===== src/hdl/ct7_pkg.sv =====
`default_nettype none
package ct7_pkg;

    localparam int MAX_WIDTH    = 1024;
    localparam int COL_W        = $clog2(MAX_WIDTH);
    localparam int PIX_W        = 8;
    localparam int POS_X_W      = 10;
    localparam int POS_Y_W      = 16;
    localparam int WID_W        = 11;
    localparam int HGT_W        = 16;
    localparam int DESC_W       = 48;
    localparam int WIN          = 7;
    localparam int WIN_RAD      = 3;
    localparam int CENTER       = WIN_RAD * WIN + WIN_RAD;
    localparam int LINES        = WIN - 1;
    localparam int SLOT_W       = $clog2(LINES);
    localparam int LAG_W        = $clog2(WIN_RAD * MAX_WIDTH + WIN_RAD + 1);
    localparam int ADDR_W       = 3;
    localparam int DATA_W       = 32;
    localparam int WIDTH_RESET  = 512;
    localparam int HEIGHT_RESET = 512;

    localparam logic REG_IDX_WIDTH  = 1'b0;
    localparam logic REG_IDX_HEIGHT = 1'b1;

    typedef logic [LINES-1:0][PIX_W-1:0] line_t;

    typedef struct packed {
        logic               take;
        logic               emit;
        logic [PIX_W-1:0]   pix;
        logic [COL_W-1:0]   col;
        logic [SLOT_W-1:0]  slot;
        logic [POS_X_W-1:0] pos_x;
        logic [POS_Y_W-1:0] pos_y;
        logic               border;
        logic               last;
    } ct7_item_t;

endpackage
`default_nettype wire


===== src/hdl/ct7_result_if.sv =====
`default_nettype none
interface ct7_result_if;
    import ct7_pkg::*;

    logic               valid;
    logic               ready;
    logic [DESC_W-1:0]  descriptor;
    logic [POS_X_W-1:0] pos_x;
    logic [POS_Y_W-1:0] pos_y;
    logic               is_border;
    logic               frame_last;

    modport source (output valid, output descriptor, output pos_x, output pos_y,
                    output is_border, output frame_last, input ready);
    modport sink (input valid, input descriptor, input pos_x, input pos_y,
                  input is_border, input frame_last, output ready);
endinterface
`default_nettype wire


===== src/hdl/ct7_window.sv =====
`default_nettype none
module ct7_window (
    input  logic               clk,
    input  logic               rst_n,
    input  logic               adv1,
    input  ct7_pkg::ct7_item_t item1,
    input  ct7_pkg::line_t     col_pix,
    output logic               s2_ready,
    ct7_result_if.source       result_out
);
    import ct7_pkg::*;

    logic [PIX_W-1:0]   win_reg [WIN][WIN];
    logic               valid2_reg, valid2_next;
    ct7_item_t          item2_reg;
    logic               out_valid_reg, out_valid_next;
    logic [DESC_W-1:0]  desc_reg;
    logic [POS_X_W-1:0] pos_x_reg;
    logic [POS_Y_W-1:0] pos_y_reg;
    logic               border_reg;
    logic               last_reg;
    logic [DESC_W-1:0]  census;
    logic               load2;
    logic               adv2;

    assign load2    = adv1 && item1.emit;
    assign adv2     = valid2_reg && (!out_valid_reg || result_out.ready);
    assign s2_ready = !valid2_reg || adv2;

    always_ff @(posedge clk)
    begin
        if (adv1 && item1.take)
        begin
            for (int r = 0; r < WIN; r++)
            begin
                for (int c = 0; c < WIN - 1; c++)
                begin
                    win_reg[r][c] <= win_reg[r][c+1];
                end
            end
            for (int r = 0; r < LINES; r++)
            begin
                win_reg[r][WIN-1] <= col_pix[r];
            end
            win_reg[WIN-1][WIN-1] <= item1.pix;
        end
    end

    always_comb
    begin
        census = '0;
        for (int r = 0; r < WIN; r++)
        begin
            for (int c = 0; c < WIN; c++)
            begin
                if (r * WIN + c < CENTER)
                begin
                    census[r*WIN+c] = win_reg[WIN_RAD][WIN_RAD] <= win_reg[r][c];
                end
                else if (r * WIN + c > CENTER)
                begin
                    census[r*WIN+c-1] = win_reg[WIN_RAD][WIN_RAD] <= win_reg[r][c];
                end
            end
        end
    end

    always_ff @(posedge clk)
    begin
        if (load2)
        begin
            item2_reg <= item1;
        end
        if (adv2)
        begin
            desc_reg   <= item2_reg.border ? '0 : census;
            pos_x_reg  <= item2_reg.pos_x;
            pos_y_reg  <= item2_reg.pos_y;
            border_reg <= item2_reg.border;
            last_reg   <= item2_reg.last;
        end
    end

    always_comb
    begin
        valid2_next = valid2_reg;
        if (load2)
        begin
            valid2_next = 1'b1;
        end
        else if (adv2)
        begin
            valid2_next = 1'b0;
        end
        out_valid_next = out_valid_reg;
        if (adv2)
        begin
            out_valid_next = 1'b1;
        end
        else if (result_out.ready)
        begin
            out_valid_next = 1'b0;
        end
    end

    always_ff @(posedge clk or negedge rst_n)
    begin
        if (!rst_n)
        begin
            valid2_reg    <= 1'b0;
            out_valid_reg <= 1'b0;
        end
        else
        begin
            valid2_reg    <= valid2_next;
            out_valid_reg <= out_valid_next;
        end
    end

    assign result_out.valid      = out_valid_reg;
    assign result_out.descriptor = desc_reg;
    assign result_out.pos_x      = pos_x_reg;
    assign result_out.pos_y      = pos_y_reg;
    assign result_out.is_border  = border_reg;
    assign result_out.frame_last = last_reg;

endmodule
`default_nettype wire


===== src/flat_wrapper.sv =====
// flat-port wrapper written by rule: the top's interface ports become plain ports
module ct7_window_flat import ct7_pkg::*;
  (clk, rst_n, adv1, item1, col_pix, s2_ready, result_out_valid, result_out_descriptor, result_out_pos_x, result_out_pos_y, result_out_is_border, result_out_frame_last, result_out_ready);
  ct7_result_if result_out_i ();
  input  logic clk;
  input  logic rst_n;
  input  logic adv1;
  input  ct7_pkg::ct7_item_t item1;
  input  ct7_pkg::line_t col_pix;
  output logic s2_ready;
  output wire logic [$bits(result_out_i.valid)-1:0] result_out_valid;
  output wire logic [$bits(result_out_i.descriptor)-1:0] result_out_descriptor;
  output wire logic [$bits(result_out_i.pos_x)-1:0] result_out_pos_x;
  output wire logic [$bits(result_out_i.pos_y)-1:0] result_out_pos_y;
  output wire logic [$bits(result_out_i.is_border)-1:0] result_out_is_border;
  output wire logic [$bits(result_out_i.frame_last)-1:0] result_out_frame_last;
  input wire logic [$bits(result_out_i.ready)-1:0] result_out_ready;
  assign result_out_valid = result_out_i.valid;
  assign result_out_descriptor = result_out_i.descriptor;
  assign result_out_pos_x = result_out_i.pos_x;
  assign result_out_pos_y = result_out_i.pos_y;
  assign result_out_is_border = result_out_i.is_border;
  assign result_out_frame_last = result_out_i.frame_last;
  assign result_out_i.ready = result_out_ready;
  ct7_window u_core (.clk(clk), .rst_n(rst_n), .adv1(adv1), .item1(item1), .col_pix(col_pix), .s2_ready(s2_ready), .result_out(result_out_i));
endmodule

===== config.mk =====
export PLATFORM = sky130hd
export DESIGN_NAME = ct7_window_flat
export DESIGN_NICKNAME = d
export VERILOG_FILES = /design/src/hdl/ct7_pkg.sv /design/src/hdl/ct7_result_if.sv /design/src/hdl/ct7_window.sv /design/src/flat_wrapper.sv
export SDC_FILE = /design/constraint.sdc
export NUM_CORES = 1
export LEC_CHECK = 0
export BUFFER_PORTS_ARGS = -buffer_cell sky130_fd_sc_hd__buf_4
export CAP_MARGIN = 25
export CORE_MARGIN = 2
export CORE_UTILIZATION = 61
export CTS_CLUSTER_DIAMETER = 80
export DETAILED_ROUTE_END_ITERATION = 10
export HOLD_SLACK_MARGIN = 0.05
export PLACE_DENSITY_LB_ADDON = 0.12
export SYNTH_ARGS = -nofsm -noshare
export SYNTH_HDL_FRONTEND = slang
export SYNTH_SLANG_ARGS = --single-unit

===== constraint.sdc =====
create_clock -name clk -period 3.1 [get_ports clk]
set_input_delay 0.31 -clock clk [delete_from_list [all_inputs] [get_ports clk]]
set_output_delay 0.31 -clock clk [all_outputs]
set_load 0.05 [all_outputs]

==> impl_metrics.json <==
{
  "ctsRootBufferMaster": "clkbuf_16",
  "synth_nets": 2287,
  "power_density_nw_per_um2": 519.5,
  "r2r_end": "u_core.result_out.descriptor[3]",
  "grt_first_pass_wirelength_mm": 76.10,
  "area_delta_synth_final_pct": 18.81,
  "io_pins": 181,
  "ys_warn_count": 0,
  "hold-worst-slack_ns": 0.3193,
  "drt-pass1-iter-count": 5,
  "grt_pass1_vias": 15747,
  "gp_congestion": 0.7982,
  "cts_sinks": 498,
  "grt_max_degree": 90,
  "clock_latency_ns": 0.59,
  "drive_above_1_share": 0.1396,
  "num_vias": 14943,
  "ys_types": 22,
  "fin_setup_tns_ns": 0,
  "setup_viol": 0,
  "dieArea_um2": 41930,
  "mappedNetlistArea_um2": 24590,
  "synth_ff_type": "edfxtp_1",
  "min_to": "u_core.win_reg[3][7]",
  "antenna_found_initial": 1,
  "worstSetupPathType": "reg2reg",
  "clk_pin_slew_ns": 0.07,
  "start_kind": "flip-flop",
  "synthCells": 1800,
  "max-vdd-ir-drop_mv": 0.6193,
  "ff2ff_setup_slack_ns": 0.82,
  "critPathMaxFanout": 42,
  "maxCapViolCount": 0,
  "cts.repair.resized": 0,
  "p_leak_nw": 12.42,
  "synth_top_cell_by_area": "edfxtp_1",
  "rsz0062_at_grt": "no",
  "die_y_um": 204.8,
  "synth_area_leaders": "edfxtp_1 61%, ha_1 20%, inv_1 5.1%, nand4_1 2.4%, nor2b_1 2.1%",
  "largest_register_ffs": 392,
  "yosysTopAreaCellShare": 0.6057,
  "initialDrtViolationCount": 790,
  "reg2reg_depth": 6,
  "grt_usage": 0.2326,
  "hp-class": "in2reg",
  "min_path_cells": 2,
  "rr_startpoint": "u_core.win_reg[3][25]",
  "via_per_inst": 5.572,
  "hold_violations": 0,
  "layout_setup_ws_ns": 0.8188,
  "status": "finished, final reports clean",
  "overflow": 0,
  "ant_nets": 0,
  "required_ns": 3.44,
  "drcViolationCount": 0,
  "hpwlAfterDp_mm": 29.03,
  "postSynth.asyncResetShare": 0.004016,
  "synth-edff-count": 496,
  "layout_commonest_cell": "edfxtp_1",
  "cp_data_arrival_time_ns": 2.62,
  "die_w_um": 204.8,
  "maxSlewViolCount": 0,
  "start_util": 0.6189,
  "timing.final.crit_share": 0.7359,
  "cts_buffers": 51,
  "rows": 73,
  "syn_avg_cell_area_um2": 13.66,
  "cts_htree_levels": 2,
  "worst_pin_slew_ns": 0.7029,
  "layout.nets": 2605,
  "min_period_ns": 2.281,
  "fmax_mhz": 438.4,
  "fillers": 2498,
  "ys_ff_latch": 498,
  "final_cell_mix": "496 x edfxtp_1, 384 x ha_1, 336 x inv_1, 174 x buf_4",
  "yosysSeqAreaShare": 0.6078,
  "clock_path_buffers": 3,
  "wl_mm": 47.40,
  "core-area_um2": 39730,
  "hold_start": "adv1",
  "cp-end-kind": "flip-flop",
  "fin_worst_skew_ns": 0.01571,
  "dp_slack_ns": 0.8485,
  "port_buffers": 167,
  "cts_tree": "done",
  "relSlewSlack": 0.5314,
  "wl_per_cell_um": 17.67
}
[cell families after synthesis]
family | after synthesis | synth area share
AOI/OAI and AO/OA | 288 | 0.07724
adders and majority gates | 384 | 0.1954
buffers and inverters | 348 | 0.05445
DFF | 498 | 0.6078
and+or+nand+nor | 282 | 0.06513
[area by class of cell]
type | count | area [µm²] | area share
Inverter | 337 | 1265 | 0.04330
Clock inverter | 23 | 153.9 | 0.005268
Sequential cell | 498 | 14940 | 0.5116
Antenna cell | 1 | 2.502 | 0.00008566
Timing Repair Buffer | 276 | 2477 | 0.08480
Tap cell | 525 | 656.9 | 0.02249
Multi-Input combinational cell | 954 | 8310 | 0.2845
Clock buffer | 68 | 1403 | 0.04801
[worst max-delay path by stage]
| stage | startpoint | end | slack, ns | cells after the start |
|---|---|---|---|---|
| after global placement | u_core.win_reg[3][25] | u_core.result_out.descriptor[12] | 0.91 | 6 |
| after CTS | u_core.win_reg[3][25] | u_core.result_out.descriptor[3] | 0.84 | 6 |
| after detailed placement | u_core.win_reg[3][25] | u_core.result_out.descriptor[3] | 0.85 | 6 |
| final | u_core.win_reg[3][25] | u_core.result_out.descriptor[3] | 0.82 | 6 |
| after global routing | u_core.win_reg[3][25] | u_core.result_out.descriptor[3] | 0.64 | 6 |
| after floorplan | item1[50] | u_core.win_reg[0][0] | -0.38 | 1 |
[Yosys cell counts (5+ instances only)]
cell      count
o21ai_0      48
edfxtp_1    496
nor3_1       35
o41ai_1       8
nand4_1      96
a211oi_1     13
o211ai_1     48
or3_1        13
buf_2         8
nor2b_1      83
a31o_2       35
a21o_1       35
nor2_1       48
ha_1        384
inv_1       337
a21oi_1      96
o41ai_2       5
[timing repair]
item | CTS | global route
endpoints found under the hold margin | 88 | 0
endpoints found under the setup margin | 0 | 0
buffers inserted | 0 | 0
hold buffers | 87 | 0
[metrics by stage]
stage	total power [W]	cell area (µm²)	utilization	std cells
after floorplan	0.008923	24590	-	1800
after global placement	0.009325	26780	0.6741	2503
after detailed placement	0.009412	26780	0.6741	2503
after CTS	0.01525	29210	0.7352	2681
after global routing	0.01572	29210	0.7353	2682
final	0.01517	29210	0.7353	2682
[worst max-delay path, cell delays in order, from the launching register on]
cell and delay (ns):
edfxtp_1 0.62, buf_12 0.34, ha_1 0.31, nor2b_1 0.14
o211ai_1 0.17, a21oi_1 0.09, o41ai_1 0.34
[metal layers]
layer	vias to the layer above	track usage	routed length, µm
met5	-	0	0
met4	0	0.08644	1548
met3	107	0.04693	2355
met2	345	0.4070	23690
met1	7141	0.2850	19810
li1	7350	-	-
[power breakdown]
group | internal [W] | switching, W | leakage [nW]
Sequential | 0.00776 | 0.000129 | 4.69
Combinational | 0.000591 | 0.000904 | 6.96
Clock | 0.00332 | 0.00247 | 0.772
Note: power is estimated with default switching activity, not from simulation.
