File: src/hdl/ct7_pkg.sv
`default_nettype none
package ct7_pkg;

    localparam int MAX_WIDTH    = 1024;
    localparam int COL_W        = $clog2(MAX_WIDTH);
    localparam int PIX_W        = 8;
    localparam int POS_X_W      = 10;
    localparam int POS_Y_W      = 16;
    localparam int WID_W        = 11;
    localparam int HGT_W        = 16;
    localparam int DESC_W       = 48;
    localparam int WIN          = 7;
    localparam int WIN_RAD      = 3;
    localparam int CENTER       = WIN_RAD * WIN + WIN_RAD;
    localparam int LINES        = WIN - 1;
    localparam int SLOT_W       = $clog2(LINES);
    localparam int LAG_W        = $clog2(WIN_RAD * MAX_WIDTH + WIN_RAD + 1);
    localparam int ADDR_W       = 3;
    localparam int DATA_W       = 32;
    localparam int WIDTH_RESET  = 512;
    localparam int HEIGHT_RESET = 512;

    localparam logic REG_IDX_WIDTH  = 1'b0;
    localparam logic REG_IDX_HEIGHT = 1'b1;

    typedef logic [LINES-1:0][PIX_W-1:0] line_t;

    typedef struct packed {
        logic               take;
        logic               emit;
        logic [PIX_W-1:0]   pix;
        logic [COL_W-1:0]   col;
        logic [SLOT_W-1:0]  slot;
        logic [POS_X_W-1:0] pos_x;
        logic [POS_Y_W-1:0] pos_y;
        logic               border;
        logic               last;
    } ct7_item_t;

endpackage
`default_nettype wire

File: src/hdl/ct7_pixel_if.sv
`default_nettype none
interface ct7_pixel_if;
    import ct7_pkg::*;

    logic             valid;
    logic             ready;
    logic [PIX_W-1:0] pixel_value;
    logic             drain;

    modport source (output valid, output pixel_value, output drain, input ready);
    modport sink (input valid, input pixel_value, input drain, output ready);
endinterface
`default_nettype wire

File: src/hdl/ct7_ctrl.sv
`default_nettype none
module ct7_ctrl (
    input  logic                       clk,
    input  logic                       rst_n,
    ct7_pixel_if.sink                  pixel_in,
    input  logic                       psel,
    input  logic                       penable,
    input  logic                       pwrite,
    input  logic [ct7_pkg::ADDR_W-1:0] paddr,
    input  logic [ct7_pkg::DATA_W-1:0] pwdata,
    output logic [ct7_pkg::DATA_W-1:0] prdata,
    input  logic                       s1_ready,
    output logic                       push,
    output ct7_pkg::ct7_item_t         item
);
    import ct7_pkg::*;

    logic [WID_W-1:0]  width_reg, width_next;
    logic [HGT_W-1:0]  height_reg, height_next;
    logic [COL_W-1:0]  in_col_reg, in_col_next;
    logic [HGT_W-1:0]  in_row_reg, in_row_next;
    logic [SLOT_W-1:0] slot_reg, slot_next;
    logic [LAG_W-1:0]  cnt_reg, cnt_next;
    logic [COL_W-1:0]  out_col_reg, out_col_next;
    logic [HGT_W-1:0]  out_row_reg, out_row_next;

    logic [WID_W-1:0]  w_eff;
    logic [HGT_W-1:0]  h_eff;
    logic [LAG_W-1:0]  lag;
    logic              cfg_wr;
    logic              accept;
    logic              frame_done;
    logic              take;
    logic              emit;
    logic              in_col_last;
    logic              in_row_last;
    logic              out_col_last;
    logic              out_row_last;
    logic              out_last;
    logic              border;

    assign w_eff = (width_reg == '0) ? WID_W'(1) :
                   (width_reg > WID_W'(MAX_WIDTH)) ? WID_W'(MAX_WIDTH) : width_reg;
    assign h_eff = (height_reg == '0) ? HGT_W'(1) : height_reg;
    assign lag   = LAG_W'(w_eff) * LAG_W'(WIN_RAD) + LAG_W'(WIN_RAD);

    assign cfg_wr = psel && penable && pwrite;
    assign prdata = (paddr[ADDR_W-1] == REG_IDX_HEIGHT) ? DATA_W'(height_reg)
                                                        : DATA_W'(width_reg);

    assign pixel_in.ready = s1_ready;
    assign accept         = pixel_in.valid && s1_ready;

    assign frame_done  = in_row_reg >= h_eff;
    assign take        = !frame_done && !pixel_in.drain;
    assign in_col_last = (WID_W'(in_col_reg) + WID_W'(1)) >= w_eff;
    assign in_row_last = ((HGT_W+1)'(in_row_reg) + (HGT_W+1)'(1)) >= (HGT_W+1)'(h_eff);

    assign out_col_last = (WID_W'(out_col_reg) + WID_W'(1)) >= w_eff;
    assign out_row_last = ((HGT_W+1)'(out_row_reg) + (HGT_W+1)'(1)) >= (HGT_W+1)'(h_eff);
    assign out_last     = out_col_last && out_row_last;
    assign border = (out_col_reg < COL_W'(WIN_RAD)) ||
                    ((WID_W'(out_col_reg) + WID_W'(WIN_RAD)) >= w_eff) ||
                    (out_row_reg < HGT_W'(WIN_RAD)) ||
                    (((HGT_W+1)'(out_row_reg) + (HGT_W+1)'(WIN_RAD)) >= (HGT_W+1)'(h_eff));

    // released result: after the frame every item, inside it once the lag is covered or at its last pixel
    assign emit = frame_done || (take && ((cnt_reg >= lag) || (in_col_last && in_row_last)));
    assign push = accept && (take || emit);

    always_comb
    begin
        item.take   = take;
        item.emit   = emit;
        item.pix    = pixel_in.pixel_value;
        item.col    = in_col_reg;
        item.slot   = slot_reg;
        item.pos_x  = POS_X_W'(out_col_reg);
        item.pos_y  = out_row_reg;
        item.border = border;
        item.last   = out_last;
    end

    always_comb
    begin
        width_next   = width_reg;
        height_next  = height_reg;
        in_col_next  = in_col_reg;
        in_row_next  = in_row_reg;
        slot_next    = slot_reg;
        cnt_next     = cnt_reg;
        out_col_next = out_col_reg;
        out_row_next = out_row_reg;
        if (cfg_wr)
        begin
            unique case (paddr[ADDR_W-1])
                REG_IDX_WIDTH:  width_next  = pwdata[WID_W-1:0];
                REG_IDX_HEIGHT: height_next = pwdata[HGT_W-1:0];
                default:        width_next  = width_reg;
            endcase
            in_col_next  = '0;
            in_row_next  = '0;
            slot_next    = '0;
            cnt_next     = '0;
            out_col_next = '0;
            out_row_next = '0;
        end
        else if (accept)
        begin
            if (take)
            begin
                if (cnt_reg < lag)
                begin
                    cnt_next = cnt_reg + LAG_W'(1);
                end
                if (in_col_last)
                begin
                    in_col_next = '0;
                    in_row_next = in_row_reg + HGT_W'(1);
                    slot_next   = (slot_reg == SLOT_W'(LINES - 1)) ? '0
                                                                   : slot_reg + SLOT_W'(1);
                end
                else
                begin
                    in_col_next = in_col_reg + COL_W'(1);
                end
            end
            if (emit)
            begin
                if (out_last)
                begin
                    in_col_next  = '0;
                    in_row_next  = '0;
                    slot_next    = '0;
                    cnt_next     = '0;
                    out_col_next = '0;
                    out_row_next = '0;
                end
                else if (out_col_last)
                begin
                    out_col_next = '0;
                    out_row_next = out_row_reg + HGT_W'(1);
                end
                else
                begin
                    out_col_next = out_col_reg + COL_W'(1);
                end
            end
        end
    end

    always_ff @(posedge clk or negedge rst_n)
    begin
        if (!rst_n)
        begin
            width_reg   <= WID_W'(WIDTH_RESET);
            height_reg  <= HGT_W'(HEIGHT_RESET);
            in_col_reg  <= '0;
            in_row_reg  <= '0;
            slot_reg    <= '0;
            cnt_reg     <= '0;
            out_col_reg <= '0;
            out_row_reg <= '0;
        end
        else
        begin
            width_reg   <= width_next;
            height_reg  <= height_next;
            in_col_reg  <= in_col_next;
            in_row_reg  <= in_row_next;
            slot_reg    <= slot_next;
            cnt_reg     <= cnt_next;
            out_col_reg <= out_col_next;
            out_row_reg <= out_row_next;
        end
    end

endmodule
`default_nettype wire

File: src/flat_wrapper.sv
// flat-port wrapper written by rule: the top's interface ports become plain ports
module ct7_ctrl_flat import ct7_pkg::*;
  (clk, rst_n, psel, penable, pwrite, paddr, pwdata, prdata, s1_ready, push, item, pixel_in_valid, pixel_in_pixel_value, pixel_in_drain, pixel_in_ready);
  ct7_pixel_if pixel_in_i ();
  input  logic clk;
  input  logic rst_n;
  input  logic psel;
  input  logic penable;
  input  logic pwrite;
  input  logic [ct7_pkg::ADDR_W-1:0] paddr;
  input  logic [ct7_pkg::DATA_W-1:0] pwdata;
  output logic [ct7_pkg::DATA_W-1:0] prdata;
  input  logic s1_ready;
  output logic push;
  output ct7_pkg::ct7_item_t item;
  input wire logic [$bits(pixel_in_i.valid)-1:0] pixel_in_valid;
  input wire logic [$bits(pixel_in_i.pixel_value)-1:0] pixel_in_pixel_value;
  input wire logic [$bits(pixel_in_i.drain)-1:0] pixel_in_drain;
  output wire logic [$bits(pixel_in_i.ready)-1:0] pixel_in_ready;
  assign pixel_in_i.valid = pixel_in_valid;
  assign pixel_in_i.pixel_value = pixel_in_pixel_value;
  assign pixel_in_i.drain = pixel_in_drain;
  assign pixel_in_ready = pixel_in_i.ready;
  ct7_ctrl u_core (.clk(clk), .rst_n(rst_n), .pixel_in(pixel_in_i), .psel(psel), .penable(penable), .pwrite(pwrite), .paddr(paddr), .pwdata(pwdata), .prdata(prdata), .s1_ready(s1_ready), .push(push), .item(item));
endmodule
File: config.mk
export PLATFORM = sky130hd
export DESIGN_NAME = ct7_ctrl_flat
export DESIGN_NICKNAME = d
export VERILOG_FILES = /design/src/hdl/ct7_pkg.sv /design/src/hdl/ct7_pixel_if.sv /design/src/hdl/ct7_ctrl.sv /design/src/flat_wrapper.sv
export SDC_FILE = /design/constraint.sdc
export NUM_CORES = 1
export LEC_CHECK = 0
export ABC_AREA = 1
export BUFFER_PORTS_ARGS = -buffer_cell sky130_fd_sc_hd__buf_2
export CORE_UTILIZATION = 46
export DETAILED_ROUTE_END_ITERATION = 8
export GPL_TIMING_DRIVEN = 0
export PLACE_DENSITY = 0.66
export REMOVE_ABC_BUFFERS = 1
export SLEW_MARGIN = 5
export SYNTH_ARGS = -nofsm -noshare
export SYNTH_HDL_FRONTEND = slang
export SYNTH_SLANG_ARGS = --single-unit
File: constraint.sdc
create_clock -name clk -period 8.5 [get_ports clk]
set_clock_uncertainty 0.1 [all_clocks]
set_input_delay 0.425 -clock clk [delete_from_list [all_inputs] [get_ports clk]]
set_output_delay 0.425 -clock clk [all_outputs]
set_load 0.1 [all_outputs]
==> flow_metrics.py, run 1 <==
metrics = {
    "sta": {
        "setup_violations": 0,
        "slew_violations": 0,
        "hold_viol": 0,
        "finalCriticalPeriod_ns": 5.54,
        "final.setup.tns_ns": 0,
        "tightest_slew_ns": 0.954,
        "final.hold.worst_slack_ns": 0.222,
        "slew_headroom": 0.363,
        "fin_crit_sh": 0.652,
        "rsz0062_at_grt": "false",
        "fmax_mhz": 180,
    },
    "cts": {
        "cts_made_buffers": 9,
        "cts_sinks": 94,
        "clock_latency_ns": 0.36,
        "cts_root_buffer": "clkbuf_16",
        "cts.clk_slew.worst_paths_ns": 0.07,
        "htree_levels": 3,
        "clockBufferDepth": 2,
        "cts_resized": 0,
        "cts_tree": "yes",
    },
    "flow_run": {
        "maxCapViolCount": 0,
    },
    "placement": {
        "dp_hpwl_um": 19600,
        "place.gp.congestion": 0.920,
        "dp_cells": 1757,
        "io_buffers": 85,
    },
    "power": {
        "pwr-share-comb": 0.579,
        "ir_worst_vdd_uv": 157,
        "seqPwrFrac": 0.264,
        "p_sw_frac": 0.531,
        "power_frac_clock": 0.157,
        "powerDensity_nw_per_um2": 233,
        "p_leak_nw": 5.89,
        "p_int_mw": 1.15,
        "p_switching_mw": 1.30,
    },
    "synthesis": {
        "synth.area.top_cells": "dfrtp_1, ha_1, nand2_1",
        "syn_inst": 1447,
        "synth_edf_count": 0,
        "synth_area_per_cell_um2": 6.78,
        "ys.warnings.count": 0,
        "yosys.area.top_type": "dfrtp_1",
        "netlist.area_leader.share": 0.235,
        "synthFlopType": "dfrtp_1",
        "syn_area_um2": 9820,
        "netlist-cell-type-count": 47,
        "synth_seq_cells": 94,
        "synthArstFlopShare": 1.00,
        "synth-seq-area-share": 0.240,
    },
    "setup_path": {
        "cp_common_cell": "nand2_1",
        "r2r_slack_ns": 3.19,
        "crit_type": "reg2out",
        "crit_path_start_kind": "register",
        "critical-path-max-stage-delay_ns": 0.41,
        "r2r_cells": 31,
        "reg2reg_from": "u_core.width_reg[2]",
        "end_kind": "output port",
        "arrival_ns": 5.02,
        "required_ns": 7.98,
        "cp-startpoint": "u_core.width_reg[2]",
        "r2r_end": "u_core.in_col_reg[5]",
        "crit_path_end": "item[49]",
        "cp_slowest_cell": "buf_2",
        "crit_fanout": 7,
    },
    "routing": {
        "drc_errors": 0,
        "drtIter0Drc": 491,
        "vias_per_cell": 5.09,
        "ant_nets": 0,
        "vias": 9041,
        "wl_um": 24800,
        "first_pass_iters": 5,
        "wl_per_cell_um": 14.0,
    },
    "global_route": {
        "grt_max_degree": 53,
        "grt_pass1_vias": 8432,
        "grt_pass1_wl_um": 41400,
        "overflow": 0,
        "grtUsageTotal": 0.237,
        "antenna_found_initial": 1,
    },
    "final_layout": {
        "areaGrowthSynthToFinish_pct": 7.15,
        "final_common_cell": "nand2_1",
        "mostFrequentLayoutCells": "nand2_1, inv_1, ha_1, nor2_1, dfrtp_1",
        "drive_gt1_frac": 0.0887,
        "layout.cells.non_filler": 1775,
        "nNetsFinal": 1677,
    },
    "floorplanning": {
        "io_pins": 136,
        "core_area_um2": 21000,
        "chipHeight_um": 148,
        "die_w_um": 148,
        "dieArea_um2": 21900,
        "rows": 53,
        "initial_core_util": 0.468,
    },
    "worst_hold_path": {
        "hold_class": "in2reg",
    },
    "status": {
        "status": "complete, no violations",
    },
}
-- per-layer routing --
layer  up-vias  routed length (um)  GRT usage  share of wire
li1       4728                   -          -              -
met1      4074               11500      0.302           0.47
met2       207               11700      0.410           0.47
met3        32                 980     0.0359          0.040
met4         0                 569     0.0727          0.023
met5         -                   0          0              0
-- power groups by stage --
stage / clock network [mW] / logic, mW / registers (mW)
after floorplan: 0 / 0.980 / 0.774
after global placement: 0 / 1.38 / 0.652
after detailed placement: 0 / 1.41 / 0.653
after CTS: 0.391 / 1.42 / 0.646
after global routing: 0.407 / 1.60 / 0.664
final: 0.384 / 1.42 / 0.647
-- how the worst min path moves through the flow --
stage / from / to / slack (ns) / cells after the start
floorplan: rst_n / u_core.cnt_reg[0] / 0.03 / 0
global placement: u_core.width_reg[2] / u_core.width_reg[2] / 0.37 / 2
detailed placement: rst_n / u_core.out_row_reg[13] / 0.37 / 1
CTS: pwdata[13] / u_core.height_reg[13] / 0.22 / 3
global route: pwdata[13] / u_core.height_reg[13] / 0.23 / 3
finish: pwdata[13] / u_core.height_reg[13] / 0.22 / 3
-- critical path, delay by kind of cell (launching register included) --
kind / cells / cell delay, ns
simple gates: 19 / 1.95
fa+ha+maj: 3 / 0.89
buf+inv: 4 / 0.81
compound gates: 3 / 0.60
flops: 1 / 0.38
-- synthesized netlist by cell type, types with 14 or more instances --
master,n
a21oi_1,87
buf_4,33
clkbuf_1,18
dfrtp_1,92
ha_1,132
inv_1,202
nand2_1,411
nand3_1,79
nand4_1,27
nor2_1,103
nor3_1,22
nor4_1,14
o21ai_0,68
xor2_1,61
-- cell type report --
class                           instances  area, um^2
Clock buffer                           14         244
Inverter                              205         769
Sequential cell                        94        2350
Tap cell                              275         344
Antenna cell                            1        2.50
Multi-Input combinational cell       1097        6330
Clock inverter                          2        10.0
Fill cell                            2132       10400
Timing Repair Buffer                   87         465
-- per-stage QoR --
step | setup WS (ns) | area (um^2) | utilization | power, mW
5_1_grt | 2.43 | 10500 | 0.502 | 2.67
2_1_floorplan | 3.82 | 9450 | - | 1.75
4_1_cts | 3.00 | 10500 | 0.502 | 2.46
3_5_place_dp | 3.23 | 10300 | 0.489 | 2.07
6_report | 2.96 | 10500 | 0.502 | 2.45
3_3_place_gp | 3.30 | 10200 | 0.488 | 2.04
-- what timing repair did --
| action | 4_1_cts | 5_1_grt |
|---|---|---|
| hold buffers | 1 | 0 |
| endpoints found under the hold margin | 8 | 0 |
| buffers inserted | 0 | 0 |
-- cell families (layout without fill, tap and decap cells) --
| logic type | after synthesis | in the layout | share of synthesized area |
|---|---|---|---|
| buffers and inverters | 271 | 308 | 0.121 |
| AOI/OAI and AO/OA | 186 | 186 | 0.101 |
| adders and majority gates | 132 | 132 | 0.168 |
| DFF | 94 | 94 | 0.240 |
| and+or+nand+nor | 692 | 692 | 0.306 |
| xor gates and xnor gates | 71 | 71 | 0.0634 |
| other | 1 | 17 | 0.000382 |
Note: power is estimated with default switching activity, not from simulation.
==> run 2: changes to the inputs <==
PLACE_DENSITY = 0.69   (was 0.66)
clock period = 4.9 ns   (was 8.5 ns; I/O delays follow)
==> run 2 against run 1 <==
Setup slack got worse by 2.9 ns; core utilization increased by 1.8 points; flip-flop and latch count unchanged; final area increased by 3.6%; routed wire length increased by 4.9%; global-route usage increased by 0.18 points; critical path depth increased by 1; combinational power increased by 86%; die area unchanged; clock power increased by 88%; count of clock-buffer cells in the layout decreased by 5.
==> flow_metrics.py, run 2 (synthesis results as in run 1) <==
metrics = {
    "status": {
        "status": "complete, no violations",
    },
    "global_route": {
        "grtUsageTotal": 0.239,
        "grt_pass1_vias": 8518,
        "grt_max_degree": 64,
        "overflow": 0,
        "antenna_found_initial": 1,
        "grt_pass1_wl_um": 41700,
    },
    "sta": {
        "slew_headroom": 0.178,
        "hold_viol": 0,
        "final.hold.worst_slack_ns": 0.0278,
        "finalCriticalPeriod_ns": 4.80,
        "setup_violations": 0,
        "fin_crit_sh": 0.979,
        "tightest_slew_ns": 1.22,
        "rsz0062_at_grt": "true",
        "setup_slack_ns": 0.101,
        "fmax_mhz": 208,
        "slew_violations": 0,
    },
    "power": {
        "pwr-share-comb": 0.589,
        "powerDensity_nw_per_um2": 412,
        "p_leak_nw": 5.99,
        "p_switching_mw": 2.40,
        "ir_worst_vdd_uv": 309,
        "power_frac_clock": 0.160,
        "p_int_mw": 2.09,
        "p_sw_frac": 0.535,
        "seqPwrFrac": 0.250,
    },
    "final_layout": {
        "final_common_cell": "nand2_1",
        "n_fill_cell": 2098,
        "drive_gt1_frac": 0.123,
        "mostFrequentLayoutCells": "nand2_1, inv_1, ha_1, nor2_1, dfrtp_1",
        "areaGrowthSynthToFinish_pct": 11.0,
        "post-route-util": 0.520,
        "nNetsFinal": 1692,
        "design_area_um2": 10900,
        "layout.cells.non_filler": 1789,
        "antenna_cells": 0,
    },
    "floorplanning": {
        "die_w_um": 148,
        "io_pins": 136,
        "dieArea_um2": 21900,
        "rows": 53,
        "core_area_um2": 21000,
        "initial_core_util": 0.468,
        "chipHeight_um": 148,
    },
    "routing": {
        "ant_nets": 0,
        "vias_per_cell": 5.19,
        "first_pass_iters": 5,
        "drtIter0Drc": 541,
        "drc_errors": 0,
        "vias": 9291,
        "wl_um": 26000,
        "wl_per_cell_um": 14.5,
    },
    "placement": {
        "dp_hpwl_um": 19800,
        "placed_cell_area_um2": 10300,
        "place.gp.congestion": 0.922,
        "io_buffers": 85,
        "dp_cells": 1757,
        "place_ws_ns": -0.419,
    },
    "cts": {
        "cts_tree": "yes",
        "htree_levels": 3,
        "cts.clk_slew.worst_paths_ns": 0.08,
        "clockBufferDepth": 2,
        "cts_sinks": 94,
        "clock_latency_ns": 0.37,
        "cts_made_buffers": 9,
        "cts_root_buffer": "clkbuf_16",
    },
    "setup_path": {
        "required_ns": 4.55,
        "worst_path_dominant_cell_family": "simple AND/OR/NAND/NOR gates",
        "end_kind": "output port",
        "r2r_slack_ns": 0.21,
        "crit_path_start_kind": "register",
        "arrival_ns": 4.45,
        "critPathBufInv": 5,
        "crit_type": "reg2out",
        "crit_fanout": 7,
        "critical-path-max-stage-delay_ns": 0.40,
        "cp_common_cell": "nand2_2",
        "cp_slowest_cell": "dfrtp_1",
    },
    "flow_run": {
        "maxCapViolCount": 0,
    },
    "worst_hold_path": {
        "hold_class": "in2reg",
    },
}
run 2: cell count changes in the layout (fill, tap and decap cells not counted), sizes merged:
cell    change
clkbuf      -5
inv         +1
buf        +13
clkinv      +4
nor2        +2
diode       -1
run 2: metal layers:
| layer | part of all wire | wire (um) | track usage | up-vias |
|---|---|---|---|---|
| met5 | 0.00031 | 8 | 0 | - |
| met4 | 0.019 | 493 | 0.0742 | 2 |
| met3 | 0.044 | 1150 | 0.0365 | 29 |
| met2 | 0.47 | 12300 | 0.407 | 231 |
| met1 | 0.46 | 12000 | 0.309 | 4268 |
| li1 | - | - | - | 4761 |
run 2: worst paths after layout:
check	from	endpoint	cells after the start
worst max-delay path	u_core.width_reg[7]	item[49]	30
worst min-delay path	pwdata[12]	u_core.height_reg[12]	3
worst max register to register	u_core.width_reg[7]	u_core.out_row_reg[1]	32
worst min register to register	u_core.width_reg[9]	u_core.width_reg[9]	2
max in group asynchronous	rst_n	u_core.width_reg[9]	3
min in group asynchronous	rst_n	u_core.out_row_reg[12]	2
run 2: power by group through the flow:
| stage | sequential (mW) | combinational, mW | clock (mW) |
|---|---|---|---|
| final | 1.12 | 2.64 | 0.720 |
| after global routing | 1.15 | 2.95 | 0.761 |
| after CTS | 1.12 | 2.50 | 0.738 |
| after detailed placement | 1.13 | 2.47 | 0 |
| after global placement | 1.13 | 2.40 | 0 |
| after floorplan | 1.34 | 1.70 | 0 |
run 2: repair_timing:
| action | in CTS | in global routing |
|---|---|---|
| hold buffers | 1 | 0 |
| gates cloned | 1 | 1 |
| hold endpoints to repair | 31 | 0 |
| buffers inserted | 2 | 11 |
| pin swaps | 3 | 22 |
| gates resized for setup | 16 | 41 |
| endpoints found under the setup margin | 57 | 67 |
run 2: layout make-up:
class                      instances  area [um^2]  share of cell area
clock buffer                       9          225              0.0207
clock inverter                     7         63.8             0.00586
inverter                         205          777              0.0713
multi-input combinational       1099         6540               0.600
sequential                        94         2350               0.216
tap                              275          344              0.0316
timing repair buffer             100          591              0.0542
run 2: stage by stage:
step / TNS [ns] / power (mW)
floorplan: 0 / 3.04
global placement: -8.93 / 3.53
detailed placement: -15.10 / 3.60
CTS: 0 / 4.36
global route: -2.50 / 4.86
finish: 0 / 4.49
run 2: worst reg2reg max path: cells and delay by family (launching register included):
| kind | cells | cell delay, ns |
|---|---|---|
| AOI/OAI and AO/OA | 4 | 0.65 |
| buffers and inverters | 3 | 0.33 |
| adders and majority gates | 3 | 0.75 |
| DFF | 1 | 0.40 |
| and+or+nand+nor | 22 | 2.35 |
